`config.mk`:
```
export PLATFORM = sky130hd
export DESIGN_NAME = crc_framed_packet_receiver_core
export DESIGN_NICKNAME = d
export VERILOG_FILES = /design/src/hdl/crc_fpr_pkg.sv /design/src/hdl/crc_fpr_ram.sv /design/src/hdl/crc_fpr_emitter.sv /design/src/hdl/crc_framed_packet_receiver_core.sv
export SDC_FILE = /design/constraint.sdc
export NUM_CORES = 1
export LEC_CHECK = 0
export ABC_AREA = 1
export ABC_CLOCK_PERIOD_IN_PS = 3750
export BUFFER_PORTS_ARGS = -buffer_cell sky130_fd_sc_hd__buf_4
export CAP_MARGIN = 30
export CORE_MARGIN = 5
export CORE_UTILIZATION = 60
export CTS_CLUSTER_SIZE = 14
export DETAILED_ROUTE_END_ITERATION = 10
export PLACE_DENSITY = 0.8
export SYNTH_ARGS = -nofsm -noshare
export SYNTH_HDL_FRONTEND = slang
export SYNTH_HIERARCHICAL = 1
export SYNTH_SLANG_ARGS = --single-unit
```
`constraint.sdc`:
```
create_clock -name clock -period 3.75 [get_ports clock]
set_input_delay 0 -clock clock [delete_from_list [all_inputs] [get_ports clock]]
set_output_delay 0 -clock clock [all_outputs]
set_load 0.005 [all_outputs]
```
`src/hdl/crc_fpr_pkg.sv`:
```
// ----------------------------------------------------------------------------
// CRC-framed packet receiver package
// Shared constants, the start descriptor type and the byte-wide CRC-16 step.
// ----------------------------------------------------------------------------
`default_nettype none

package crc_fpr_pkg;

   // Default payload store depth in bytes.
   localparam int PAYLOAD_DEPTH_DEF = 64;

   // Field widths of the result beat.
   localparam int ID_W    = 16;
   localparam int LEN_W   = 7;
   localparam int IDX_W   = 6;
   localparam int BYTE_W  = 8;
   localparam int CRC_W   = 16;

   // Framing bytes and CRC constants.
   localparam logic [BYTE_W-1:0] SYNC_FIRST  = 8'hAA;
   localparam logic [BYTE_W-1:0] SYNC_SECOND = 8'h55;
   localparam logic [BYTE_W-1:0] FOOTER_MARK = 8'hEE;
   localparam logic [CRC_W-1:0]  CRC_POLY    = 16'hA001;
   localparam logic [CRC_W-1:0]  CRC_INIT    = 16'hFFFF;

   // Request from the parser to the emitter when a good frame closes.
   typedef struct packed {
      logic              start;
      logic [ID_W-1:0]   pkt_id;
      logic [BYTE_W-1:0] length;
   } emit_req_type;

   // One byte of the reflected CRC-16, LSB first.
   function automatic logic [CRC_W-1:0] crc16_byte(input logic [CRC_W-1:0] crc,
                                                   input logic [BYTE_W-1:0] data);
      logic [CRC_W-1:0] c;
      c = crc ^ {8'h00, data};
      for (int k = 0; k < 8; k++) begin
         if (c[0]) begin
            c = (c >> 1) ^ CRC_POLY;
         end else begin
            c = c >> 1;
         end
      end
      return c;
   endfunction

endpackage

`default_nettype wire

```
`src/hdl/crc_fpr_ram.sv`:
```
// ----------------------------------------------------------------------------
// Generic simple dual-port RAM
// One write port and one read port, read data registered.
// ----------------------------------------------------------------------------
`default_nettype none

module crc_fpr_ram #(
   parameter int WIDTH = 8,
   parameter int DEPTH = 64,
   localparam int AW = (DEPTH > 1) ? $clog2(DEPTH) : 1
) (
   input  wire logic             clock,
   input  wire logic             wr_en,
   input  wire logic [AW-1:0]    wr_addr,
   input  wire logic [WIDTH-1:0] wr_data,
   input  wire logic             rd_en,
   input  wire logic [AW-1:0]    rd_addr,
   output logic      [WIDTH-1:0] rd_data
);

   logic [WIDTH-1:0] mem_ff [DEPTH];
   logic [WIDTH-1:0] rd_data_ff;

   always_ff @(posedge clock) begin
      if (wr_en) begin
         mem_ff[wr_addr] <= wr_data;
      end
      if (rd_en) begin
         rd_data_ff <= mem_ff[rd_addr];
      end
   end

   assign rd_data = rd_data_ff;

endmodule

`default_nettype wire

```
`src/hdl/crc_fpr_emitter.sv`:
```
// ----------------------------------------------------------------------------
// Frame emitter
// Reads the stored payload back and drives the result beats through an
// output register.
// ----------------------------------------------------------------------------
`default_nettype none

module crc_fpr_emitter #(
   parameter int PAYLOAD_DEPTH = crc_fpr_pkg::PAYLOAD_DEPTH_DEF,
   localparam int AW = (PAYLOAD_DEPTH > 1) ? $clog2(PAYLOAD_DEPTH) : 1
) (
   input  wire logic                          clock,
   input  wire logic                          reset,
   input  wire crc_fpr_pkg::emit_req_type     emit_req,
   output logic                               busy,
   output logic                               ram_rd_en,
   output logic [AW-1:0]                      ram_rd_addr,
   input  wire logic [crc_fpr_pkg::BYTE_W-1:0] ram_rd_data,
   output logic                               rsp_valid,
   input  wire logic                          rsp_ready,
   output logic [crc_fpr_pkg::ID_W-1:0]       rsp_frame_id,
   output logic [crc_fpr_pkg::LEN_W-1:0]      rsp_frame_length,
   output logic                               rsp_has_payload,
   output logic [crc_fpr_pkg::IDX_W-1:0]      rsp_byte_index,
   output logic [crc_fpr_pkg::BYTE_W-1:0]     rsp_payload_byte,
   output logic                               rsp_last
);

   import crc_fpr_pkg::*;

   typedef enum logic [2:0] {
      EM_IDLE = 3'b001,
      EM_READ = 3'b010,
      EM_LOAD = 3'b100
   } em_state_type;

   em_state_type      state_ff, state_in;
   logic [BYTE_W-1:0] idx_ff, idx_in;
   logic [ID_W-1:0]   id_ff, id_in;
   logic [BYTE_W-1:0] len_ff, len_in;

   logic              out_valid_ff, out_valid_in;
   logic [ID_W-1:0]   out_id_ff, out_id_in;
   logic [LEN_W-1:0]  out_len_ff, out_len_in;
   logic              out_hasp_ff, out_hasp_in;
   logic [IDX_W-1:0]  out_idx_ff, out_idx_in;
   logic [BYTE_W-1:0] out_byte_ff, out_byte_in;
   logic              out_last_ff, out_last_in;

   logic              load_en;
   logic              is_last;
   logic              is_empty;
   logic [BYTE_W-1:0] idx_next;

   assign idx_next = idx_ff + 8'd1;
   assign is_empty = (len_ff == '0);
   assign is_last  = is_empty || (idx_next == len_ff);
   assign load_en  = (state_ff == EM_LOAD) && (!out_valid_ff || rsp_ready);

   always_comb begin
      state_in     = state_ff;
      idx_in       = idx_ff;
      id_in        = id_ff;
      len_in       = len_ff;
      out_valid_in = out_valid_ff && !rsp_ready;
      out_id_in    = out_id_ff;
      out_len_in   = out_len_ff;
      out_hasp_in  = out_hasp_ff;
      out_idx_in   = out_idx_ff;
      out_byte_in  = out_byte_ff;
      out_last_in  = out_last_ff;
      ram_rd_en    = 1'b0;
      ram_rd_addr  = idx_ff[AW-1:0];

      case (state_ff)
         EM_IDLE: begin
            if (emit_req.start) begin
               id_in    = emit_req.pkt_id;
               len_in   = emit_req.length;
               idx_in   = '0;
               state_in = EM_READ;
            end
         end
         EM_READ: begin
            ram_rd_en = 1'b1;
            state_in  = EM_LOAD;
         end
         EM_LOAD: begin
            if (load_en) begin
               out_valid_in = 1'b1;
               out_id_in    = id_ff;
               out_len_in   = len_ff[LEN_W-1:0];
               out_hasp_in  = !is_empty;
               out_idx_in   = idx_ff[IDX_W-1:0];
               out_byte_in  = is_empty ? '0 : ram_rd_data;
               out_last_in  = is_last;
               if (is_last) begin
                  state_in = EM_IDLE;
               end else begin
                  idx_in   = idx_next;
                  state_in = EM_READ;
               end
            end
         end
         default: begin
            state_in = EM_IDLE;
         end
      endcase
   end

   always_ff @(posedge clock) begin
      if (reset) begin
         state_ff     <= EM_IDLE;
         out_valid_ff <= 1'b0;
      end else begin
         state_ff     <= state_in;
         out_valid_ff <= out_valid_in;
      end
      idx_ff      <= idx_in;
      id_ff       <= id_in;
      len_ff      <= len_in;
      out_id_ff   <= out_id_in;
      out_len_ff  <= out_len_in;
      out_hasp_ff <= out_hasp_in;
      out_idx_ff  <= out_idx_in;
      out_byte_ff <= out_byte_in;
      out_last_ff <= out_last_in;
   end

   assign busy             = (state_ff != EM_IDLE);
   assign rsp_valid        = out_valid_ff;
   assign rsp_frame_id     = out_id_ff;
   assign rsp_frame_length = out_len_ff;
   assign rsp_has_payload  = out_hasp_ff;
   assign rsp_byte_index   = out_idx_ff;
   assign rsp_payload_byte = out_byte_ff;
   assign rsp_last         = out_last_ff;

   // A new frame may only be handed over while the previous run is done.
   a_start_idle: assert property (@(posedge clock) disable iff (reset)
      emit_req.start |-> (state_ff == EM_IDLE))
      else $error("emit request while emitter busy");

   // The load step always follows a RAM read or a stalled load.
   a_load_after_read: assert property (@(posedge clock) disable iff (reset)
      (state_ff == EM_LOAD) |-> ($past(state_ff) == EM_READ || $past(state_ff) == EM_LOAD))
      else $error("load without preceding read");

   // Reads stay inside the frame's payload.
   a_read_in_frame: assert property (@(posedge clock) disable iff (reset)
      (ram_rd_en && !is_empty) |-> (idx_ff < len_ff))
      else $error("payload read past frame length");

endmodule

`default_nettype wire

```
`src/hdl/crc_framed_packet_receiver_core.sv`:
```
// ----------------------------------------------------------------------------
// CRC-framed packet receiver core
// Parses sync, id, length, payload, CRC and footer from a byte stream and
// emits each good frame as a run of payload beats.
// ----------------------------------------------------------------------------
//
//   Channel   Direction  Beat contents
//   req_*     in         data_byte: one received byte of the stream
//   rsp_*     out        frame_id, frame_length, has_payload, byte_index,
//                        payload_byte, last
//
// Each accepted sync, id, length and payload byte is folded into the CRC-16.
// After a good footer, input is held off while the emitter replays the RAM:
// each payload beat takes a RAM read, then an output load that waits on a
// stalled output; an empty frame gives its single beat the same way.
// Once the final beat is loaded, new bytes are taken even while it stalls.
// Reset clears the control state; every RAM entry whose data is emitted is written before it is read.
// ----------------------------------------------------------------------------
`default_nettype none

module crc_framed_packet_receiver_core #(
   parameter int PAYLOAD_DEPTH = crc_fpr_pkg::PAYLOAD_DEPTH_DEF
) (
   input  wire logic                           clock,
   input  wire logic                           reset,
   input  wire logic                           req_valid,
   output logic                                req_ready,
   input  wire logic [crc_fpr_pkg::BYTE_W-1:0] req_data_byte,
   output logic                                rsp_valid,
   input  wire logic                           rsp_ready,
   output logic [crc_fpr_pkg::ID_W-1:0]        rsp_frame_id,
   output logic [crc_fpr_pkg::LEN_W-1:0]       rsp_frame_length,
   output logic                                rsp_has_payload,
   output logic [crc_fpr_pkg::IDX_W-1:0]       rsp_byte_index,
   output logic [crc_fpr_pkg::BYTE_W-1:0]      rsp_payload_byte,
   output logic                                rsp_last
);

   import crc_fpr_pkg::*;

   localparam int AW = (PAYLOAD_DEPTH > 1) ? $clog2(PAYLOAD_DEPTH) : 1;
   localparam logic [BYTE_W-1:0] DEPTH_B = BYTE_W'(PAYLOAD_DEPTH);

   // Parser phases, one-hot.
   typedef enum logic [8:0] {
      PH_SYNC1   = 9'b000000001,
      PH_SYNC2   = 9'b000000010,
      PH_ID_LO   = 9'b000000100,
      PH_ID_HI   = 9'b000001000,
      PH_LEN     = 9'b000010000,
      PH_PAYLOAD = 9'b000100000,
      PH_CHK_LO  = 9'b001000000,
      PH_CHK_HI  = 9'b010000000,
      PH_FOOTER  = 9'b100000000
   } phase_type;

   phase_type         phase_ff, phase_in;
   logic [ID_W-1:0]   pkt_id_ff, pkt_id_in;
   logic [BYTE_W-1:0] length_ff, length_in;
   logic [BYTE_W-1:0] wr_idx_ff, wr_idx_in;
   logic [CRC_W-1:0]  rx_check_ff, rx_check_in;
   logic [CRC_W-1:0]  crc_ff, crc_in;

   logic              accept;
   logic              emit_busy;
   logic [CRC_W-1:0]  crc_step;
   logic [BYTE_W-1:0] wr_idx_next;
   logic              ram_wr_en;
   logic              ram_rd_en;
   logic [AW-1:0]     ram_rd_addr;
   logic [BYTE_W-1:0] ram_rd_data;
   emit_req_type      emit_req;

   // Input is blocked only while the emitter is replaying a frame.
   assign req_ready   = !emit_busy;
   assign accept      = req_valid && req_ready;
   assign crc_step    = crc16_byte(crc_ff, req_data_byte);
   assign wr_idx_next = wr_idx_ff + 8'd1;
   assign ram_wr_en   = accept && (phase_ff == PH_PAYLOAD);

   always_comb begin
      phase_in          = phase_ff;
      pkt_id_in         = pkt_id_ff;
      length_in         = length_ff;
      wr_idx_in         = wr_idx_ff;
      rx_check_in       = rx_check_ff;
      crc_in            = crc_ff;
      emit_req.start    = 1'b0;
      emit_req.pkt_id   = pkt_id_ff;
      emit_req.length   = length_ff;

      if (accept) begin
         case (phase_ff)
            PH_SYNC2: begin
               // A wrong second byte is never reused as a first sync byte.
               if (req_data_byte == SYNC_SECOND) begin
                  crc_in   = crc_step;
                  phase_in = PH_ID_LO;
               end else begin
                  phase_in = PH_SYNC1;
               end
            end
            PH_ID_LO: begin
               pkt_id_in = {8'h00, req_data_byte};
               crc_in    = crc_step;
               phase_in  = PH_ID_HI;
            end
            PH_ID_HI: begin
               pkt_id_in = {req_data_byte, pkt_id_ff[7:0]};
               crc_in    = crc_step;
               phase_in  = PH_LEN;
            end
            PH_LEN: begin
               length_in = req_data_byte;
               wr_idx_in = '0;
               crc_in    = crc_step;
               if (req_data_byte > DEPTH_B) begin
                  phase_in = PH_SYNC1;
               end else if (req_data_byte == '0) begin
                  phase_in = PH_CHK_LO;
               end else begin
                  phase_in = PH_PAYLOAD;
               end
            end
            PH_PAYLOAD: begin
               wr_idx_in = wr_idx_next;
               crc_in    = crc_step;
               if (wr_idx_next >= length_ff) begin
                  phase_in = PH_CHK_LO;
               end
            end
            PH_CHK_LO: begin
               rx_check_in = {8'h00, req_data_byte};
               phase_in    = PH_CHK_HI;
            end
            PH_CHK_HI: begin
               rx_check_in = {req_data_byte, rx_check_ff[7:0]};
               phase_in    = PH_FOOTER;
            end
            PH_FOOTER: begin
               emit_req.start = (req_data_byte == FOOTER_MARK) && (crc_ff == rx_check_ff);
               phase_in       = PH_SYNC1;
            end
            default: begin
               // Hunting the first sync byte; the CRC restarts here.
               if (req_data_byte == SYNC_FIRST) begin
                  crc_in   = crc16_byte(CRC_INIT, req_data_byte);
                  phase_in = PH_SYNC2;
               end else begin
                  phase_in = PH_SYNC1;
               end
            end
         endcase
      end
   end

   always_ff @(posedge clock) begin
      if (reset) begin
         phase_ff    <= PH_SYNC1;
         pkt_id_ff   <= '0;
         length_ff   <= '0;
         wr_idx_ff   <= '0;
         rx_check_ff <= '0;
         crc_ff      <= CRC_INIT;
      end else begin
         phase_ff    <= phase_in;
         pkt_id_ff   <= pkt_id_in;
         length_ff   <= length_in;
         wr_idx_ff   <= wr_idx_in;
         rx_check_ff <= rx_check_in;
         crc_ff      <= crc_in;
      end
   end

   crc_fpr_ram #(
      .WIDTH (BYTE_W),
      .DEPTH (PAYLOAD_DEPTH)
   ) u_payload_ram (
      .clock   (clock),
      .wr_en   (ram_wr_en),
      .wr_addr (wr_idx_ff[AW-1:0]),
      .wr_data (req_data_byte),
      .rd_en   (ram_rd_en),
      .rd_addr (ram_rd_addr),
      .rd_data (ram_rd_data)
   );

   crc_fpr_emitter #(
      .PAYLOAD_DEPTH (PAYLOAD_DEPTH)
   ) u_emitter (
      .clock            (clock),
      .reset            (reset),
      .emit_req         (emit_req),
      .busy             (emit_busy),
      .ram_rd_en        (ram_rd_en),
      .ram_rd_addr      (ram_rd_addr),
      .ram_rd_data      (ram_rd_data),
      .rsp_valid        (rsp_valid),
      .rsp_ready        (rsp_ready),
      .rsp_frame_id     (rsp_frame_id),
      .rsp_frame_length (rsp_frame_length),
      .rsp_has_payload  (rsp_has_payload),
      .rsp_byte_index   (rsp_byte_index),
      .rsp_payload_byte (rsp_payload_byte),
      .rsp_last         (rsp_last)
   );

   // The payload RAM is never written while the emitter reads it back.
   a_no_write_during_emit: assert property (@(posedge clock) disable iff (reset)
      emit_busy |-> !ram_wr_en)
      else $error("payload write during emission");

   // Payload writes stay inside the declared frame length.
   a_write_in_frame: assert property (@(posedge clock) disable iff (reset)
      ram_wr_en |-> (wr_idx_ff < length_ff) && (length_ff <= DEPTH_B))
      else $error("payload write outside frame");

   // The parser is always in exactly one phase.
   a_phase_onehot: assert property (@(posedge clock) disable iff (reset)
      $onehot(phase_ff))
      else $error("parser phase not one-hot");

endmodule

`default_nettype wire

```
Word-level counts from Yosys, hierarchy flattened
Memories as Yosys holds them, arrays and structs flattened. A register that Yosys moved wholly into a read port is not among the register bits.
Cells that the tools add are included.
Word-level totals
  flip-flop bits (word level): 148
  bits in writable memories: 512
  input port bits: 12
  output and inout bits: 41
  word-level logic and storage cells: 164
  memories: 1
Operators by class
  add/subtract/negate cells: 2
  $lt $le $gt $ge: 2
  equal/unequal tests: 22
  mux-type cells: 64
  bitwise operators: 21
  reductions and logical operators: 33
Memories
  u_payload_ram.mem_ff: depth 64, width 8, read ports 1, clocked after Yosys merged registers in 1, wr ports 1, RTL line crc_fpr_ram.sv:21  | logic [WIDTH-1:0] mem_ff [DEPTH];
Operator list (number)
  2-to-1 mux 16 bit: 39
  case mux 9 bit (8 select lines): 1
  case mux 16 bit (2 select lines): 2
  inverter 2 -> 3 bit: 16
  case mux 16 bit (3 select lines): 1
  case mux 8 bit (2 select lines): 2
  2-to-1 mux 8 bit: 3
  adder 8 x 1 -> 8 bit (second input constant): 2
  equality test 16 bit: 1
  equality test 8 bit (second input constant): 2
  logical NOT 8 bit: 2
  inverter 8 -> 16 bit: 1
  AND reduction 2 bit: 8
  bitwise XOR 16 x 8 -> 16 bit: 1
  2-to-1 mux 7 bit: 2
  equality test 9 x 2 -> 1 bit (second input constant): 1
  equality test 9 x 3 -> 1 bit (second input constant): 1
  equality test 9 x 4 -> 1 bit (second input constant): 1
  equality test 9 x 5 -> 1 bit (second input constant): 1
  equality test 9 x 6 -> 1 bit (second input constant): 1
  equality test 9 x 7 -> 1 bit (second input constant): 1
  equality test 9 x 8 -> 1 bit (second input constant): 1
  equality test 9 bit (second input constant): 1
  2-to-1 mux 3 bit: 3
  25 further kinds: 50

Depth between registers and ports, before layout
Gate-level depths: netlist of run 1.
  depth after elaboration: 40
  gate-level depth with buffers: 17

Cells and area by module
The synthesis of run 1 kept the hierarchy.
Modules (own cells, without submodules)
  crc_fpr_ram: instances 1, cells each 1805, area an instance 21419.3 um^2, seq. area each 15615.0 um^2
  crc_framed_packet_receiver_core: instances 1, cells each 542, area an instance 4025.1 um^2, seq. area each 1461.4 um^2
  crc_fpr_emitter: instances 1, cells each 214, area an instance 2881.5 um^2, seq. area each 2212.1 um^2

Least setup slack after synthesis of run 1
OpenSTA, ideal clock, no wires.
  kind: register to register
  start point: reg u_emitter.state_ff[0]
  end point: reg u_emitter.out_idx_ff[0], in the netlist u_emitter/rsp_byte_index[0] (enable)
  library setup time: 448 ps
  arrival time: 2806 ps
  required time: 3302 ps
  slack: 496 ps
  stages on the path, launching flop included: 5
  path buffers: 1
  cells stage by stage: dfxtp_1 > nor3_1 > inv_1 > clkbuf_1 > a21oi_1
On the way
  longest elaborated chain between the ends: 3
RTL lines
  from (decl): RTL line crc_fpr_emitter.sv:37  | em_state_type state_ff, state_in;
  from (signal assigned): RTL line crc_fpr_emitter.sv:116  | state_ff <= state_in;
  equality test 3 bit *: RTL line crc_fpr_emitter.sv:58, crc_fpr_emitter.sv:75
  logical AND 1 bit: RTL line crc_fpr_emitter.sv:58  | assign load_en = (state_ff == EM_LOAD) && (!out_valid_ff || rsp_ready);
  AND reduction 2 bit (no line) *
  to (signal assigned): RTL line crc_fpr_emitter.sv:125  | out_idx_ff <= out_idx_in;
  to (decl): RTL line crc_fpr_emitter.sv:46  | logic [IDX_W-1:0] out_idx_ff, out_idx_in;
Every way passes the cells marked *; elsewhere a longest branch is shown, timed or not.
A chain may end at the register's enable or synchronous reset.

==> key figures, run 1 <==
Timing
  – Tcrit/Tclk final: 82.7%
  – Setup_tns: 0 ns
  – Unrepaired setup endpoints after global routing: false
  – Crit path time final: 3.10 ns
  – Slew Viols, Final: 0
  – Worst-margin pin slew: 1.09 ns
  – Slew margin rel.: 27.3%
  – Hold slack: 0.0769 ns
  – Setup violations, final: 0
  – Setup ws final: 0.648 ns
  – FMAX: 322 MHz
  – Final hold viol count: 0
  – Clk_skew: 0.0155 ns

Critical path
  – CP Launch Type: flip-flop
  – Critical Path Start: u_emitter/state_ff[1]$_SDFFE_PP0P_
  – R2r setup slk: 0.65 ns
  – FF-to-FF Start: u_emitter/state_ff[1]$_SDFFE_PP0P_
  – Crit path kind: reg2reg
  – Crit. End Element: flip-flop
  – CP arrival: 3.36 ns
  – WP data required: 4.01 ns
  – Crit Path Max Fanout: 8

Clock network
  – CTS sink count: 668
  – PostCTS Resize Cnt: 0
  – Post-CTS Setup Repair Bufs: 0
  – Clock buffer depth: 3
  – CTS Root Cell: clkbuf_16
  – CTS tree: built
  – H-tree depth: 3
  – Post-CTS Hold Buffers: 14
  – Clk_lat worst skew: 0.60 ns
  – Clk pin slew, worst setup/hold paths: 0.06 ns
  – Num CTS Buffers: 67

Detailed routing
  – Drt wl/cell: 21.2 µm
  – WL met2: 33,800 µm
  – Aggregate routed wire length: 70,100 µm
  – Via count: 19.9k
  – M1 WL: 26,300 µm
  – Number of remaining DRC errors: 0
  – DR vias/cell: 6.03
  – DRT Pass-1 Iters: 6
  – Met3 routed WL: 6990 µm
  – DRT iter0 DRCs: 2,906
  – DR top layer: met4
  – Post-DRT Antenna Nets: 0

Power and ir drop
  – VDD IR max: 631 µV
  – LEAKAGE: 11.7 nW
  – P per Cell Area: 475 nW/µm²
  – Int Pwr: 12.0 mW
  – Seq pwr share: 54.0%
  – Sw Share: 20.1%
  – Sw Pwr: 3.01 mW
  – Clock power frac: 43.8%
  – Gate power share: 2.2%

Placed design
  – Hpwl dp: 42,400 µm
  – IO buf count: 52
  – Place WS: 0.788 ns
  – Placed cell areas: 29,200 µm²
  – RD Place Congestion: 0.952

GRT
  – Vias in the first global route: 19.2k
  – Overflow after GRT: 0
  – Initial antenna violation count: 1
  – First-pass GRT wire length: 107,000 µm
  – Largest net degree at the start of global routing: 125
  – GRT Total Usage: 26.8%

Synth
  – Synthesized instance count: 2,561
  – Sequential element share of the synthesized area: 68.1%
  – Top post-synthesis cells by area: edfxtp_1 63%, nand2_1 11%, nand3_1 8.3%, dfxtp_1 5.4%, buf_6 1.5%
  – Cell taking the most area after synthesis: edfxtp_1
  – Yosys top cell area share: 62.7%
  – #FFs+latches synth: 668
  – Syn Nets: 2,597
  – Library cells used by synthesis: 45
  – Synth warn: 6
  – Mapped Area: 28,300 µm²
  – Syn avg cell area: 11.1 µm²

Finish
  – Commonest non-fill, non-tap cell in the layout: nand2_1
  – Finished Cell Area: 31,500 µm²
  – Fin util: 67.5%
  – Synthesis-to-layout area growth: 11.3%
  – Most frequent cells in the layout: 804 x nand2_1, 591 x edfxtp_1, 470 x nand3_1
  – Share of layout cells above drive strength 1: 11.0%
  – Nets@finish: 2,674

Floorplanning
  – Die Span Y: 227 µm
  – Die Span X: 227 µm
  – Io pins: 53
  – Core Box Area: 46,700 µm²
  – Row cnt: 79
  – Die ar.: 51,700 µm²
  – Starting Density: 60.7%

Hold path
  – Hold wc startpoint: req_valid
  – Min-Delay Path Class: in2reg

Run
  – Max_cap viols: 0

Status
  – Status: complete, no violations
cells by family (layout without fill, tap and decap cells):
family | after synthesis | in the layout | synth area share (%)
buf+inv | 235 | 364 | 4.66
other cells | 0 | 1 | 0
simple gates | 1461 | 1461 | 22.5
xor+xnor | 30 | 30 | 0.928
compound gates | 143 | 143 | 2.78
flops | 668 | 668 | 68.1
fa+ha+maj | 24 | 24 | 1.06
routing by layer:
layer	GRT usage, %	vias to the layer above
met5	0	-
met4	11.3	0
met3	4.38	209
met2	44.0	1215
met1	35.9	9439
li1	-	9029
per-stage QoR:
stage,power (mW),instances
4_1_cts,15.0,3297
6_report,15.0,3298
5_1_grt,15.4,3298
3_5_place_dp,8.57,3162
2_1_floorplan,8.38,2561
3_3_place_gp,8.55,3160
worst max-delay path: stages, from the launching register on:
cell and delay [ns]:
dfxtp_1 0.32, inv_1 0.09, nand3_1 0.17, inv_1 0.13
nand2_1 0.25, inv_1 0.25, nand4_1 0.12, a221oi_1 0.26
nand3_1 0.14, nor3_1 0.33, nor2_1 0.12, nor2_1 0.20
nand3_2 0.13, inv_1 0.28
Yosys cell counts, drive strengths merged:
cell,count
nor3,11
nor4,9
xnor2,13
a221oi,3
or2,5
clkbuf,24
a21oi,74
edfxtp,591
nand4,17
ha,24
nand2,825
nand3,476
o211ai,3
a2111oi,1
inv,99
nand3b,6
o21ai,47
dfxtp,77
nor2,112
o22ai,7
clkinv,1
o21a,1
a211oi,4
a31oi,2
xor2,17
buf,111
o21bai,1
state kept, by name, summed over array words and instances, names as in the netlist:
name                        cells
crc_ff                         16
length_ff                       8
phase_ff                        9
pkt_id_ff                      16
rx_check_ff                    16
u_emitter/id_ff                16
u_emitter/idx_ff                8
u_emitter/len_ff                8
u_emitter/rsp_byte_index        6
u_emitter/rsp_frame_id         16
u_emitter/rsp_frame_length      7
u_emitter/rsp_has_payload       1
u_emitter/rsp_last              1
u_emitter/rsp_payload_byte      8
u_emitter/rsp_valid             1
u_emitter/state_ff              3
u_payload_ram/mem_ff          512
u_payload_ram/rd_data           8
wr_idx_ff                       8
power by group through the flow:
stage / clock network (mW) / registers (mW) / logic (mW)
after floorplan: 0 / 8.24 / 0.138
after global placement: 0 / 8.25 / 0.307
after detailed placement: 0 / 8.25 / 0.319
after CTS: 6.63 / 8.09 / 0.329
after global routing: 6.96 / 8.08 / 0.355
final: 6.57 / 8.09 / 0.331
final cells by class:
type                            count  area (µm²)
Multi-Input combinational cell   1658        7730
Fill cell                        3217       15100
Sequential cell                   668       19300
Antenna cell                        1        2.50
Tap cell                          607         759
Clock inverter                     38         360
Clock buffer                       83        1790
Inverter                          100         387
Timing Repair Buffer              143        1200
path summary, 6_finish.rpt:
| kind | depth (start not counted) | endpoint |
|---|---|---|
| worst max-delay path | 13 | u_emitter/idx_ff[7]$_SDFFCE_PN0P_ |
| worst max register to register | 13 | u_emitter/idx_ff[7]$_SDFFCE_PN0P_ |
| worst min-delay path | 4 | wr_idx_ff[0]$_SDFFE_PP0P_ |
| worst min register to register | 0 | u_emitter/rsp_frame_id[3]$_DFFE_PP_ |
Note: power is estimated with default switching activity, not from simulation.
==> run 2: changes to the inputs <==
--- a/config.mk
+++ b/config.mk
@@ -5,15 +5,15 @@
 export SDC_FILE = /design/constraint.sdc
 export NUM_CORES = 1
 export LEC_CHECK = 0
-export ABC_AREA = 1
-export ABC_CLOCK_PERIOD_IN_PS = 3750
+export ABC_AREA = 0
+export ABC_CLOCK_PERIOD_IN_PS = 2850
 export BUFFER_PORTS_ARGS = -buffer_cell sky130_fd_sc_hd__buf_4
 export CAP_MARGIN = 30
 export CORE_MARGIN = 5
-export CORE_UTILIZATION = 60
+export CORE_UTILIZATION = 56
 export CTS_CLUSTER_SIZE = 14
 export DETAILED_ROUTE_END_ITERATION = 10
-export PLACE_DENSITY = 0.8
+export PLACE_DENSITY = 0.78
 export SYNTH_ARGS = -nofsm -noshare
 export SYNTH_HDL_FRONTEND = slang
 export SYNTH_HIERARCHICAL = 1
==> constraint.sdc (replaced) <==
create_clock -name clock -period 2.85 [get_ports clock]
set_input_delay 0 -clock clock [delete_from_list [all_inputs] [get_ports clock]]
set_output_delay 0 -clock clock [all_outputs]
set_load 0.005 [all_outputs]
==> key figures, run 2 <==
Status
  – Status: complete, no violations

Detailed routing
  – DRT Pass-1 Iters: 5
  – Number of remaining DRC errors: 0
  – Drt wl/cell: 25.5 µm
  – DR vias/cell: 6.21
  – Via count: 14.9k
  – Aggregate routed wire length: 61,300 µm
  – DRT iter0 DRCs: 1,876
  – Post-DRT Antenna Nets: 0

Critical path
  – FF-to-FF Start: u_emitter/state_ff[0]$_SDFFE_PP1P_
  – Worst path top cell family by delay: simple AND/OR/NAND/NOR gates
  – CP arrival: 3.00 ns
  – Crit path kind: reg2reg
  – Cell Chain, Critical Path: or3b_2 -> nor2b_1 -> buf_4 -> nand4_1 -> nor4_2 -> buf_4 -> inv_1 -> nor2_4 -> a31o_2
  – Crit Path Max Fanout: 16
  – Crit path buf inv count: 3
  – Depth of the worst register-to-register path: 9
  – Crit path largest cell delay: 0.51 ns
  – Crit. End Element: flip-flop
  – Crit-path most repeated cell: buf_4
  – Critical Path Stages: 9
  – Critical Path Start: u_emitter/state_ff[0]$_SDFFE_PP1P_
  – CP Launch Type: flip-flop
  – Critical Path Slowest Stage Cell: or3b_2
  – WP data required: 3.11 ns

Floorplanning
  – Row cnt: 80
  – Starting Density: 56.7%
  – Die Span X: 230 µm
  – Io pins: 53
  – Die ar.: 52,900 µm²
  – Core Box Area: 47,800 µm²
  – Die Span Y: 230 µm

GRT
  – Overflow after GRT: 0
  – First-pass GRT wire length: 94,400 µm
  – GRT Total Usage: 23.4%
  – Vias in the first global route: 15.2k
  – Initial antenna violation count: 1
  – Largest net degree at the start of global routing: 79

Synth
  – Most frequent cell after synthesis: edfxtp_1
  – Async S/R FF share, synth: 0%
  – Syn Nets: 1,627
  – Sequential element share of the synthesized area: 71.1%
  – Library cells used by synthesis: 70
  – Synthesized instance count: 1,591
  – Synth warn: 6
  – Syn avg cell area: 17.0 µm²
  – Post-synth EDFFs: 591
  – Mapped Area: 27,100 µm²
  – Most used DFF post-synth: edfxtp_1
  – Top post-synthesis cells by count: 591 x edfxtp_1, 172 x nor2_1, 126 x mux4_2, 77 x dfxtp_1, 52 x a21oi_1
  – Top post-synthesis cells by area: edfxtp_1 65%, mux4_2 10%, dfxtp_1 5.7%, nor2_1 2.4%, xnor2_1 1.3%
  – #FFs+latches synth: 668
  – Yosys top cell area share: 65.4%
  – Cell taking the most area after synthesis: edfxtp_1

Power and ir drop
  – Sw Share: 19.6%
  – Sw Pwr: 3.78 mW
  – Int Pwr: 15.5 mW
  – Seq pwr share: 54.9%
  – VDD IR max: 394 µV
  – Clock power frac: 43.2%
  – LEAKAGE: 9.90 nW
  – Gate power share: 1.8%
  – P per Cell Area: 619 nW/µm²

Timing
  – Setup violations, final: 0
  – Clk_skew: 0.0213 ns
  – FMAX: 364 MHz
  – Final hold viol count: 0
  – Worst-margin pin slew: 0.846 ns
  – Unrepaired setup endpoints after global routing: true
  – Setup ws final: 0.106 ns
  – Slew Viols, Final: 0
  – Crit path time final: 2.74 ns
  – Slew margin rel.: 43.6%
  – Tcrit/Tclk final: 96.3%
  – Setup_tns: 0 ns

Clock network
  – CTS tree: built
  – H-tree depth: 3
  – CTS sink count: 668
  – Num CTS Buffers: 66
  – CTS Root Cell: clkbuf_16
  – Clk_lat worst skew: 0.59 ns
  – Clock buffer depth: 3
  – Clk pin slew, worst setup/hold paths: 0.06 ns

Finish
  – Finished Cell Area: 31,200 µm²
  – Commonest non-fill, non-tap cell in the layout: edfxtp_1
  – Multi-input logic area: 7520 µm²
  – Ant. Diodes: 0
  – Nets@finish: 1,778
  – Synthesis-to-layout area growth: 15.1%
  – Register area: 19,300 µm²
  – Most frequent cells in the layout: 591 x edfxtp_1, 151 x buf_4, 142 x nor2_1
  – Fin util: 65.3%
  – Largest Register: u_payload_ram/mem_ff
  – Max reg flops: 512
  – Share of layout cells above drive strength 1: 25.6%
  – Fill cells: 3,142

Placed design
  – RD Place Congestion: 0.834
  – Hpwl dp: 39,000 µm
  – Place WS: -0.0238 ns
  – Placed cell areas: 29,000 µm²
  – IO buf count: 52

Hold path
  – Hold depth: 5
  – Hold wc startpoint: req_valid
  – Min-Delay Path Class: in2reg

Run
  – Max_cap viols: 0
## run 2: changes by cell type after synthesis, moves of 22 or more
cell	delta
buf_2	-22
buf_6	-30
inv_1	-65
mux2i_1	+26
mux4_2	+126
nand2_1	-762
nand3_1	-430
nor2_1	+74
xnor2_1	+27
## run 2: routing by layer
| layer | part of all wire (%) | up-vias | global-route usage (%) |
|---|---|---|---|
| met5 | 0 | - | 0 |
| met4 | 2.6 | 0 | 7.15 |
| met3 | 7.7 | 102 | 3.68 |
| met2 | 50 | 679 | 38.4 |
| met1 | 40 | 7641 | 33.0 |
| li1 | - | 6518 | - |
## run 2: logic make-up (layout without fill, tap and decap cells)
logic type	after synthesis	count (layout)	share of synthesized area, %
adders and majority gates	24	24	1.11
xor gates and xnor gates	77	77	2.54
and+or+nand+nor	374	374	6.78
DFF	668	668	71.1
muxes	167	167	12.1
buffers and inverters	112	310	2.22
AOI/OAI and AO/OA	169	169	4.14
## run 2: cell type report
cell class	instances	area share, %
clock buffer	90	5.94
sequential	668	61.8
clock inverter	25	0.653
inverter	20	0.240
multi-input combinational	811	24.1
tap	615	2.46
timing repair buffer	175	4.85
## run 2: worst reg2reg max path: stages, from the launching register on
cell     delay (ns)
dfxtp_1        0.35
or3b_2         0.51
nor2b_1        0.22
buf_4          0.27
nand4_1        0.13
nor4_2         0.32
buf_4          0.19
inv_1          0.06
nor2_4         0.11
a31o_2         0.27
## run 2: what timing repair did
action                                  in CTS  in global routing
endpoints found under the setup margin      56                154
pin swaps                                    0                  8
setup buffers                                0                  3
resized for setup                            1                  5
hold buffers                                10                  0
hold endpoints to repair                   100                  0
cloned                                       0                  0
## run 2: power groups by stage
stage | Sequential [mW] | Combinational (mW) | Clock, mW
after CTS | 10.6 | 0.354 | 8.47
after global routing | 10.6 | 0.380 | 8.92
after global placement | 10.8 | 0.333 | 0
after detailed placement | 10.8 | 0.342 | 0
after floorplan | 10.8 | 0.139 | 0
final | 10.6 | 0.354 | 8.35
## run 2: path summary, 6_finish.rpt
| path | to | slack, ns |
|---|---|---|
| max | u_emitter/idx_ff[5]$_SDFFCE_PN0P_ | 0.11 |
| min | pkt_id_ff[7]$_SDFFE_PP0P_ | 0.07 |
| max reg2reg | u_emitter/idx_ff[5]$_SDFFCE_PN0P_ | 0.11 |
| min reg2reg | u_emitter/rsp_frame_id[5]$_DFFE_PP_ | 0.42 |
## run 2: through the flow
stage / power [mW] / hold slack [ns] / instances
global placement: 11.2 / 0.337 / 2276
CTS: 19.4 / 0.0401 / 2401
finish: 19.3 / 0.0736 / 2404
floorplan: 11.0 / 0.0643 / 1591
global route: 19.9 / 0.0937 / 2404
detailed placement: 11.2 / 0.332 / 2276
==> run 3: changes to the inputs <==
--- a/config.mk
+++ b/config.mk
@@ -16,5 +16,4 @@
 export PLACE_DENSITY = 0.78
 export SYNTH_ARGS = -nofsm -noshare
 export SYNTH_HDL_FRONTEND = slang
-export SYNTH_HIERARCHICAL = 1
 export SYNTH_SLANG_ARGS = --single-unit
==> key figures, run 3 <==
Critical path
  – Cell Chain, Critical Path: nor2_1 -> nand4_1 -> nor2_1 -> buf_4 -> nand3_1 -> nor2_1 -> buf_4
  – Crit path buf inv count: 2
  – WP data required: 3.16 ns
  – Crit-path most repeated cell: nor2_1
  – Crit. End Element: flip-flop
  – CP arrival: 3.04 ns
  – Crit path kind: reg2reg
  – Crit Path Max Fanout: 10
  – CP Launch Type: flip-flop
  – Worst path top cell family by delay: simple AND/OR/NAND/NOR gates
  – Crit path largest cell delay: 0.46 ns
  – Critical Path Slowest Stage Cell: nand3_1

Clock network
  – CTS Root Cell: clkbuf_16
  – Clock buffer depth: 3
  – H-tree depth: 2
  – Num CTS Buffers: 61
  – CTS sink count: 668
  – Clk_lat worst skew: 0.63 ns
  – Clk pin slew, worst setup/hold paths: 0.07 ns
  – CTS tree: built

Synth
  – Top post-synthesis cells by area: edfxtp_1 67%, mux4_2 14%, dfxtp_1 5.8%, nor2_1 2.1%, xnor2_1 1.5%
  – #FFs+latches synth: 668
  – Synth warn: 0
  – Sequential element share of the synthesized area: 72.3%
  – Syn Nets: 1,479
  – Async S/R FF share, synth: 0%
  – Post-synth EDFFs: 591
  – Synthesized instance count: 1,443
  – Library cells used by synthesis: 58
  – Most frequent cell after synthesis: edfxtp_1
  – Syn avg cell area: 18.5 µm²
  – Mapped Area: 26,700 µm²
  – Yosys top cell area share: 66.5%
  – Most used DFF post-synth: edfxtp_1
  – Top post-synthesis cells by count: 591 x edfxtp_1, 168 x mux4_2, 148 x nor2_1, 77 x dfxtp_1, 50 x clkbuf_1
  – Cell taking the most area after synthesis: edfxtp_1

Timing
  – Crit path time final: 2.73 ns
  – Setup ws final: 0.123 ns
  – Tcrit/Tclk final: 95.7%
  – FMAX: 367 MHz
  – Setup violations, final: 0
  – Clk_skew: 0.0219 ns
  – Slew Viols, Final: 0
  – Final hold viol count: 0
  – Slew margin rel.: 48.9%
  – Worst-margin pin slew: 0.766 ns
  – Setup_tns: 0 ns
  – Unrepaired setup endpoints after global routing: false

Finish
  – Largest Register: u_payload_ram.mem_ff
  – Fill cells: 3,151
  – Nets@finish: 1,652
  – Most frequent cells in the layout: 591 x edfxtp_1, 168 x mux4_2, 162 x buf_4
  – Non-filler cells in the finished layout: 2,279
  – Synthesis-to-layout area growth: 14.7%
  – Share of layout cells above drive strength 1: 26.3%
  – Commonest non-fill, non-tap cell in the layout: edfxtp_1
  – Max reg flops: 512

Floorplanning
  – Core Box Area: 47,400 µm²
  – Die ar.: 52,100 µm²
  – Die Span X: 228 µm
  – Starting Density: 56.2%
  – Row cnt: 80
  – Die Span Y: 228 µm
  – Io pins: 53

Detailed routing
  – Post-DRT Antenna Nets: 0
  – DRT Pass-1 Iters: 5
  – Drt wl/cell: 27.6 µm
  – Via count: 14.4k
  – Aggregate routed wire length: 62,900 µm
  – Number of remaining DRC errors: 0
  – DR vias/cell: 6.31
  – DRT iter0 DRCs: 1,960

Placed design
  – RD Place Congestion: 0.873
  – Place WS: 0.0971 ns
  – Inst Count DP: 2,155
  – IO buf count: 52
  – Hpwl dp: 38,500 µm

Power and ir drop
  – VDD IR max: 537 µV
  – P per Cell Area: 620 nW/µm²
  – LEAKAGE: 9.83 nW

Run
  – Max_cap viols: 0

GRT
  – First-pass GRT wire length: 93,700 µm
  – Vias in the first global route: 14.5k
  – Largest net degree at the start of global routing: 68
  – Initial antenna violation count: 2
  – GRT Total Usage: 24.0%
  – Overflow after GRT: 0

Status
  – Status: complete, no violations

Hold path
  – Min-Delay Path Class: in2reg
[run 3: cells by family after synthesis]
logic type	synth area share, %
multiplexers	14.6
adder cells (fa/ha/maj)	1.13
XOR/XNOR	2.50
AND/OR/NAND/NOR	5.01
AO/OA/AOI/OAI	2.87
flip-flops	72.3
buffers and inverters	1.64
[run 3: repair_timing]
item | in CTS | in global routing
gates resized for setup | 0 | 3
buffers inserted | 0 | 1
hold buffers | 11 | 0
setup endpoints to repair | 0 | 15
endpoints found under the hold margin | 61 | 0
[run 3: area by class of cell]
cell class              count  area [µm²]  area share, %
inverters                  22        82.6          0.270
clock inverters            33         344           1.12
clock buffers              77        1600           5.22
multi-input cells         678        6970           22.8
diodes                      1        2.50        0.00817
repair buffers            185        1560           5.10
flip-flops and latches    668       19300           63.0
well taps                 615         769           2.51
[run 3: per-layer routing]
layer	share of wire [%]	wire (µm)	vias up	GRT usage, %
met1	39	24400	7391	33.9
met4	3.5	2170	0	7.88
li1	-	-	6078	-
met2	48	30200	807	38.0
met5	0	0	-	0
met3	9.6	6060	113	5.42
[run 3: through the flow]
stage	hold WS [ns]	utilization, %	cell area, µm²	power, mW
floorplan	0.0989	-	26700	11.0
global route	0.254	64.5	30600	19.5
global placement	0.329	60.1	28500	11.1
finish	0.258	64.5	30600	19.0
CTS	0.231	64.4	30600	19.1
detailed placement	0.329	60.1	28500	11.2
[run 3: where the power goes]
part,switching (mW),leakage [nW],internal [mW]
combinational,0.248,2.97,0.101
sequential,0.00215,5.93,10.6
clock,3.50,0.940,4.50
total,3.75,9.83,15.2
[run 3: worst paths after layout]
path / slack [ns] / endpoint / from / cells past startpoint
max reg2reg: 0.12 / u_payload_ram.mem_ff[27][4]$_DFFE_PP_ / phase_ff[2]$_SDFFE_PP0P_ / 7
min reg2reg: 0.42 / u_emitter.rsp_frame_id[14]$_DFFE_PP_ / u_emitter.id_ff[14]$_DFFE_PP_ / 0
min: 0.26 / u_payload_ram.mem_ff[7][2]$_DFFE_PP_ / req_data_byte[2] / 2
max: 0.12 / u_payload_ram.mem_ff[27][4]$_DFFE_PP_ / phase_ff[2]$_SDFFE_PP0P_ / 7
